## src/rtl/core/lru_pkg.sv

```systemverilog
package lru_pkg;

  // Default sizing
  localparam int NUM_BLOCKS_DEF = 64;
  localparam int CAPACITY_DEF   = 8;

  // Width of a block number word
  localparam int BLK_W = 6;

  // Control broadcast to every cell of the recency chain
  typedef struct packed {
    logic upd;   // an in-range access updates the chain this cycle
    logic miss;  // the access found no matching cell
  } lru_ctl_t;

  // What one cell shows to its neighbors
  typedef struct packed {
    logic             valid;
    logic [BLK_W-1:0] data;
  } lru_link_t;

endpackage

```

## src/rtl/core/lru_cell.sv

```systemverilog
module lru_cell
  import lru_pkg::*;
(
  input  logic             clk,
  input  logic             rst_n,
  input  lru_ctl_t         ctl,
  input  logic [BLK_W-1:0] blk,
  input  logic             left_valid,
  input  lru_link_t        right,
  input  logic             seen_in,
  output logic             seen_out,
  output logic             match,
  output lru_link_t        link
);

  logic             valid_r, valid_nxt;
  logic [BLK_W-1:0] data_r, data_nxt;
  logic             shift, load;

  // Compare the stored block against the access
  assign match    = valid_r && (data_r == blk);
  // A match here or below moves this cell one step toward the least recent end
  assign seen_out = seen_in | match;
  assign shift    = ctl.upd & seen_out;
  // First free cell takes the new block on a miss with room
  assign load     = ctl.upd & ctl.miss & ~valid_r & left_valid;

  always_comb begin
    valid_nxt = valid_r;
    data_nxt  = data_r;
    if (shift) begin
      data_nxt = right.valid ? right.data : blk;
    end else if (load) begin
      valid_nxt = 1'b1;
      data_nxt  = blk;
    end
  end

  // Hold valid under reset, data needs none
  always_ff @(posedge clk) begin
    if (!rst_n) begin
      valid_r <= 1'b0;
    end else begin
      valid_r <= valid_nxt;
    end
  end

  always_ff @(posedge clk) begin
    data_r <= data_nxt;
  end

  assign link.valid = valid_r;
  assign link.data  = data_r;

endmodule

```

## src/rtl/core/lru_cache_replacement.sv

```systemverilog
// LRU replacement tracker for a fully associative cache.
// Input channel: in_valid / in_stall with in_block_number, one access per word.
// Result channel: out_valid / out_stall with out_hit, out_evict_valid and
// out_evicted_block, exactly one result word per accepted access.
// The output register takes the result as the access is accepted. One access
// per cycle unless a result waits on a stalled receiver; the recency chain
// updates in the accept cycle, so the next access already sees the new order.
// The chain is a row of CAPACITY cells, least recent at cell 0; every cell
// compares its block against the access and shifts from its right neighbor.
// Accesses with a block number at or above NUM_BLOCKS give an all-zero result
// and leave the chain untouched.
// Reset empties the chain (no block resident) and drops any pending result.
// While the receiver stalls a pending result, the result holds and in_stall
// rises, so no further access is taken until the output register is free.
module lru_cache_replacement
  import lru_pkg::*;
#(
  parameter int NUM_BLOCKS = NUM_BLOCKS_DEF,
  parameter int CAPACITY   = CAPACITY_DEF
) (
  input  logic             clk,
  input  logic             rst_n,
  input  logic             in_valid,
  output logic             in_stall,
  input  logic [BLK_W-1:0] in_block_number,
  output logic             out_valid,
  input  logic             out_stall,
  output logic             out_hit,
  output logic             out_evict_valid,
  output logic [BLK_W-1:0] out_evicted_block
);

  lru_ctl_t                ctl;
  lru_link_t [CAPACITY-1:0] links;
  logic [CAPACITY-1:0]     match_vec;
  logic [CAPACITY:0]       seen;
  logic                    accept, in_range, hit, full, miss_full;

  logic             out_valid_r, out_valid_nxt;
  logic             out_hit_r, out_hit_nxt;
  logic             out_evict_valid_r, out_evict_valid_nxt;
  logic [BLK_W-1:0] out_evicted_block_r, out_evicted_block_nxt;

  // Stall input only while a result waits on a stalled receiver
  assign in_stall = out_valid_r & out_stall;
  assign accept   = in_valid & ~in_stall;
  assign in_range = (32'(in_block_number) < NUM_BLOCKS);

  assign hit       = in_range & (|match_vec);
  assign full      = links[CAPACITY-1].valid;
  assign miss_full = in_range & ~hit & full;

  assign ctl.upd  = accept & in_range;
  assign ctl.miss = ~hit;
  // A full miss shifts the whole chain, dropping cell 0
  assign seen[0]  = miss_full;

  // Recency chain
  for (genvar i = 0; i < CAPACITY; i++) begin : g_cell
    lru_link_t right_link;
    logic      left_valid;
    if (i == CAPACITY - 1) begin : g_last
      assign right_link.valid = 1'b0;
      assign right_link.data  = in_block_number;
    end else begin : g_mid
      assign right_link = links[i+1];
    end
    if (i == 0) begin : g_first
      assign left_valid = 1'b1;
    end else begin : g_rest
      assign left_valid = links[i-1].valid;
    end
    lru_cell u_cell (
      .clk        (clk),
      .rst_n      (rst_n),
      .ctl        (ctl),
      .blk        (in_block_number),
      .left_valid (left_valid),
      .right      (right_link),
      .seen_in    (seen[i]),
      .seen_out   (seen[i+1]),
      .match      (match_vec[i]),
      .link       (links[i])
    );
  end

  // Load a new result word on accept, drop it once taken
  always_comb begin
    out_valid_nxt         = out_valid_r;
    out_hit_nxt           = out_hit_r;
    out_evict_valid_nxt   = out_evict_valid_r;
    out_evicted_block_nxt = out_evicted_block_r;
    if (accept) begin
      out_valid_nxt         = 1'b1;
      out_hit_nxt           = hit;
      out_evict_valid_nxt   = miss_full;
      out_evicted_block_nxt = miss_full ? links[0].data : '0;
    end else if (!out_stall) begin
      out_valid_nxt = 1'b0;
    end
  end

  always_ff @(posedge clk) begin
    if (!rst_n) begin
      out_valid_r <= 1'b0;
    end else begin
      out_valid_r <= out_valid_nxt;
    end
  end

  always_ff @(posedge clk) begin
    out_hit_r           <= out_hit_nxt;
    out_evict_valid_r   <= out_evict_valid_nxt;
    out_evicted_block_r <= out_evicted_block_nxt;
  end

  assign out_valid         = out_valid_r;
  assign out_hit           = out_hit_r;
  assign out_evict_valid   = out_evict_valid_r;
  assign out_evicted_block = out_evicted_block_r;

endmodule

```

## config.mk

```make
export PLATFORM = sky130hd
export DESIGN_NAME = lru_cache_replacement
export DESIGN_NICKNAME = d
export VERILOG_FILES = /design/src/rtl/core/lru_pkg.sv /design/src/rtl/core/lru_cell.sv /design/src/rtl/core/lru_cache_replacement.sv
export SDC_FILE = /design/constraint.sdc
export NUM_CORES = 1
export LEC_CHECK = 0
export BUFFER_PORTS_ARGS = -buffer_cell sky130_fd_sc_hd__buf_2
export CAP_MARGIN = 10
export CORE_MARGIN = 2
export CORE_UTILIZATION = 61
export CTS_CLUSTER_DIAMETER = 150
export DETAILED_ROUTE_END_ITERATION = 8
export GPL_TIMING_DRIVEN = 0
export HOLD_SLACK_MARGIN = 0.03
export PLACE_DENSITY = 0.84
export SLEW_MARGIN = 20
export SYNTH_ARGS = -nofsm -noshare
export SYNTH_HDL_FRONTEND = slang
export SYNTH_SLANG_ARGS = --single-unit
export TNS_END_PERCENT = 30
```

## constraint.sdc

```tcl
create_clock -name clk -period 3.4 [get_ports clk]
set_clock_uncertainty 0.15 [all_clocks]
set_input_delay 0.68 -clock clk [delete_from_list [all_inputs] [get_ports clk]]
set_output_delay 0.68 -clock clk [all_outputs]
set_load 0.01 [all_outputs]
```

Word level (Yosys, flattened, before mapping)

Cells that the tools add are included.

Bits in registers: 65
Output and inout bits: 10

Eq/ne operators: 9
Muxes and demuxes: 25
Bitwise logic cells: 53
Reduce and logical (&&, ||, !) cells: 25

Operator list:

| kind                 | number |
|---|---|
| $mux W6              | 23 |
| $eq A6 B6 Y1         | 8 |
| $and A1 B1 Y1        | 27 |
| $not A1 Y1           | 18 |
| $reduce_and A2 Y1    | 8 |
| $reduce_bool A2 Y1   | 8 |
| $logic_and A1 B1 Y1  | 8 |
| $or A1 B1 Y1         | 8 |
| $reduce_or A8 Y1     | 1 |
| $mux W1              | 2 |
| $ne A2 B1 Y1 const B | 1 |

Depth between registers and ports, before layout

Word-level depth: 16
Depth in mapped cells: 11
Mapped depth without buffers: 7

Cells and area by module

Synthesis repeated with hierarchy kept, for this count alone.

Cells, all modules: 290
Area total of the unflattened synthesis: 3,764.9 µm²

By module, submodules not included:

| module                | times used | cells each | area an instance (µm²) | sequential area each (µm²) |
|---|---|---|---|---|
| lru_cell              | 8          | 32         | 416.6                  | 200.2 |
| lru_cache_replacement | 1          | 34         | 431.7                  | 260.2 |

Worst setup path after synthesis

OpenSTA, ideal clock, no wires.

Kind: input to register
From: input port in_block_number[1]
To: register g_cell[0].u_cell.data_r[0] (enable)
Setup time: 363 ps
Arrival: 2,439 ps
Setup slack: 448 ps
Stages on the path: 10
Buffers on the path: 4
Cells stage by stage: buf_4 buf_6 xor2_1 nor4_4 nor4_1 and4_1 buf_2 buf_2 o21ai_0 a21oi_1

Cells in the longest elaborated chain, start to end: 8
Elaborated cells on any way between the ends: 24
Classes of those cells: eq/ne (8); bitwise (6); reduce/logical (10)

Ends and longest elaborated chain:

| item                             | line                                                     | RTL |
|---|---|---|
| start: declaration               | lru_cache_replacement.sv:25                              | `input logic [BLK_W-1:0] in_block_number,` |
| $eq A6 B6 Y1                     | lru_cell.sv:21                                           | `assign match = valid_r && (data_r == blk);` |
| $logic_and A1 B1 Y1              | lru_cell.sv:21                                           |  |
| $reduce_or A8 Y1                 | lru_cache_replacement.sv:49                              | `assign hit = in_range & (\|match_vec);` |
| $not A1 Y1                       | lru_cache_replacement.sv:51, lru_cache_replacement.sv:54 |  |
| $and A1 B1 Y1                    | lru_cache_replacement.sv:51                              | `assign miss_full = in_range & ~hit & full;` |
| $or A1 B1 Y1                     | lru_cell.sv:23                                           | `assign seen_out = seen_in \| match;` |
| $and A1 B1 Y1                    | lru_cell.sv:24                                           | `assign shift = ctl.upd & seen_out;` |
| $reduce_bool A2 Y1 (no line) (*) | -                                                        |  |
| end signal: assignment           | lru_cell.sv:49                                           | `data_r <= data_nxt;` |
| end: declaration                 | lru_cell.sv:17                                           | `logic [BLK_W-1:0] data_r, data_nxt;` |

Mark *: on every way between the ends. The rest lies on a longest branch, timed or not.
A chain may end at the register's enable or synchronous reset.

Worst setup path in the final report

From: input port in_block_number[0]
To: register g_cell[0].u_cell.data_r[0] (enable)

The elaborated chain is that of the path after synthesis.

==> flow_summary_export.csv <==
group,metric,value,unit
run_status,status,"finished, final reports clean",
cts,clock_tree.root_cell,"clkbuf_8",
pwr,comb_power_share,8.8,%
critical_path,setup.reg_to_reg.worst_slack,0.61,ns
sta,setup_viol_count_final,0,
yosys,synth.ff_latch_count,65,
cts,tritoncts,"done",
sta,slew_headroom,45.89,%
route,drtAntennaViolNets,0,
critical_path,r2r.worst_path.cells,6,
yosys,gate_count_of_the_mapped_netlist,272,
pwr,netSwitchingFraction,23.11,%
pwr,pwr_density_cell,425.3,nW/um2
sta,post-route-period-util,93.26,%
floorplan,initial_utilization,63.89,%
yosys,synth_fp_nets,282,
critical_path,critical-path-top-cell-by-count,"buf_2",
floorplan,core,5540,um2
pwr,cellInternalPower,1.279,mW
sta,layout_setup_ws,0.2293,ns
finish,layout-drive-gt1-share,33.22,%
placement,i_o_buffers,19,
route,detail_route.first_pass.iterations,5,
cts,clock_tree.htree_level_count,3,
pwr,power.switching,384.4,uW
route,post_drt_via_cell_ratio,5.934,
pwr,post_route_total_power,1.663,mW
critical_path,slowest_delay,0.49,ns
grt,global_route_wire_length_before_repair,11980,um
floorplan,floorplan.die.width,80.18,um
critical_path,timing.critical_path.cells,"buf_2 -> buf_2 -> buf_4 -> xor2_1 -> nor4_1 -> nor2_1 -> and4_1 -> buf_2 -> buf_2 -> o21ai_0 -> a21oi_1",
worst_hold_path,hold_crit_path_type,"primary input to flip-flop",
critical_path,timing.rr.end,"g_cell[7].u_cell.data_r[5]",
sta,final_critical_path_time_including_i_o_delays_and_setup,3.171,ns
cts,cts.reportedPaths.clkPinSlew,0.07,ns
yosys,synth_area,3540,um2
cts,clock_tree_buf_depth,2,
cts,cts_sinks,65,
sta,slew_violations,0,
yosys,yosysWarningCount,0,
pwr,clock_power_share,36.9,%
route,detail_route.drc_violations,0,
critical_path,cpMaxStageDelayCell,"a21oi_1",
sta,final-hold-violation-count,0,
cts,cts_inserted_buffers,9,
yosys,asyncSetResetFlopFracSynth,0,%
route,detailed_route_iter0_violations,226,
pwr,pwr-share-seq,54.3,%
yosys,dominantRegCellSynth,"edfxtp_1",
critical_path,end_kind,"flip-flop",
grt,first_global_vias,2383,
worst_hold_path,min_path_cells,1,
placement,dpl.hpwl,5255,um
finish,layout-area-overhead-vs-synth,10.46,%
critical_path,launch_instance_of_the_worst_register_to_register_path,"g_cell[2].u_cell.data_r[2]",
cts,post-cts-setup-buffer-count,0,
sta,max_freq,315.4,MHz
cts,hold_buffers,0,
critical_path,crit_required,3.23,ns
yosys,postSynthAreaPerCell,13.01,um2
floorplan,fp.dieArea,6428,um2
sta,timing_worst_slew_pin_value,0.8079,ns
finish,insertedDiodeCount,0,
placement,dp_worst_setup_slack,-0.1055,ns
cts,worst_skew_pair.late_latency,0.34,ns
critical_path,worstSetupStartpointType,"primary input",
route,drt-wirelength-per-cell,19.43,um
finish,nNetsFinal,312,
grt,gr-usage-all-layers,25.91,%
worst_hold_path,worstHoldStart,"in_block_number[2]",
critical_path,path_max_fanout,10,
floorplan,num_io_pins,20,
finish,commonest_non_fill_non_tap_cell_in_the_layout,"edfxtp_1",
route,route.vias.total,2249,
floorplan,die-height,80.18,um
yosys,share_of_the_yosys_chip_area_belonging_to_registers,52.60,%
flow_run,number_of_maximum_capacitance_violations,0,
finish,layout_common_cells,"56 x edfxtp_1, 42 x mux2_2, 27 x xnor2_1",
yosys,synth.lib_cells_used.distinct,40,
grt,initial_antenna_violation_count,0,
grt,grt_overflow_total,0,
critical_path,path_class,"primary input to flip-flop",
pwr,p_leak,1.327,nW
cts,post_cts_resize_count,0,
placement,place.gp.congestion,0.8958,
yosys,number_of_synthesized_flops_with_an_enable_pin,56,
critical_path,cp.arrival,3.00,ns
finish,fillerInstances,390,
floorplan,rows,27,
sta,rsz0062_at_grt,"no",
pwr,worst_case_vdd_ir_drop,265.6,uV
grt,grt_start_max_net_pins,17,
worst_hold_path,hold_end,"g_cell[7].u_cell.data_r[2]",
route,drt-total-wl,7363,um
==> stage by stage <==
stage / area (um2) / hold slack [ns] / instances / TNS (ns) / util (%)
6_report: 3910 / 0.3745 / 379 / 0 / 70.57
5_1_grt: 3910 / 0.3625 / 379 / 0 / 70.57
4_1_cts: 3910 / 0.3583 / 379 / 0 / 70.57
3_5_place_dp: 3725 / 0.3510 / 363 / -1.508 / 67.23
3_3_place_gp: 3725 / 0.3177 / 363 / -0.7669 / 67.23
2_1_floorplan: 3540 / 0.2993 / 272 / 0 / -
==> final cells by class <==
cell class,count,area [um2],share of cell area (%)
Multi-Input combinational cell,185,1546,39.55
Buffer,17,112.6,2.880
Timing Repair Buffer,19,95.09,2.432
Tap cell,72,90.09,2.304
Inverter,5,18.77,0.4800
Clock inverter,3,15.01,0.3840
Sequential cell,65,1862,47.62
Clock buffer,13,170.2,4.352
==> worst max-delay path by stage <==
stage | startpoint | end | slack, ns
3_3_place_gp | in_block_number[4] | g_cell[0].u_cell.data_r[3] | -0.06
4_1_cts | in_block_number[3] | g_cell[0].u_cell.data_r[0] | 0.25
6_report | in_block_number[0] | g_cell[0].u_cell.data_r[0] | 0.23
5_1_grt | in_block_number[2] | g_cell[1].u_cell.data_r[0] | 0.04
2_1_floorplan | in_block_number[1] | g_cell[0].u_cell.data_r[0] | 0.45
3_5_place_dp | in_block_number[0] | g_cell[1].u_cell.data_r[2] | -0.11
==> power groups by stage <==
stage               sequential (mW)  clock (mW)  combinational (mW)
global placement              0.919           0               0.141
CTS                           0.903       0.626               0.147
global route                  0.905       0.657               0.158
finish                        0.903       0.614               0.146
floorplan                     0.919           0               0.103
detailed placement            0.920           0               0.145
==> kinds of logic (layout without fill, tap and decap cells) <==
kind of cell    Yosys count  after routing  synth area share [%]
compound gates           26             26                 6.469
xor+xnor                 48             48                 11.88
simple gates             69             69                 11.98
flops                    65             65                 52.60
mux                      42             42                 13.36
buf+inv                  22             57                 3.711
==> sequential cells by signal (all words and copies together) (netlist names) <==
| signal | count |
|---|---|
| g_cell.u_cell.data_r | 48 |
| g_cell.u_cell.valid_r | 8 |
| out_evicted_block | 6 |
| out_evict_valid | 1 |
| out_hit | 1 |
| out_valid | 1 |
==> per-layer routing <==
| metal | track usage (%) | wire length, um | up-vias |
|---|---|---|---|
| li1 | - | - | 1060 |
| met1 | 32.42 | 3276 | 1099 |
| met5 | 0 | 0 | - |
| met4 | 10.51 | 139 | 0 |
| met3 | 6.854 | 443 | 13 |
| met2 | 42.67 | 3504 | 77 |
==> Yosys cell counts, types with 2 or more instances <==
library cell	count	area, um2
nor4_4	2	42.54
nor4_1	5	31.28
inv_1	4	15.01
buf_6	2	22.52
a31oi_4	3	63.81
nand2b_1	2	12.51
and3_1	7	43.79
nand3b_1	6	45.04
a21oi_1	3	15.01
o21ai_0	6	30.03
a41oi_1	2	17.52
a31oi_1	6	37.54
buf_2	6	30.03
xnor2_1	27	236.5
buf_4	7	52.55
mux2_2	42	473.0
nor2b_1	2	12.51
edfxtp_1	56	1682
clkbuf_1	2	7.510
nor2_2	2	12.51
xor2_1	21	183.9
nand4_1	8	50.05
nand2_1	20	75.07
nor2_1	6	22.52
and2_1	2	12.51
dfxtp_1	9	180.2
==> worst max-delay path: cells and delay by family <==
family | cells | cell delay [ns]
AOI/OAI and AO/OA | 2 | 0.59
buffers and inverters | 5 | 0.94
xor gates and xnor gates | 1 | 0.20
and+or+nand+nor | 3 | 0.58
Power figures use the tool's default switching activity.
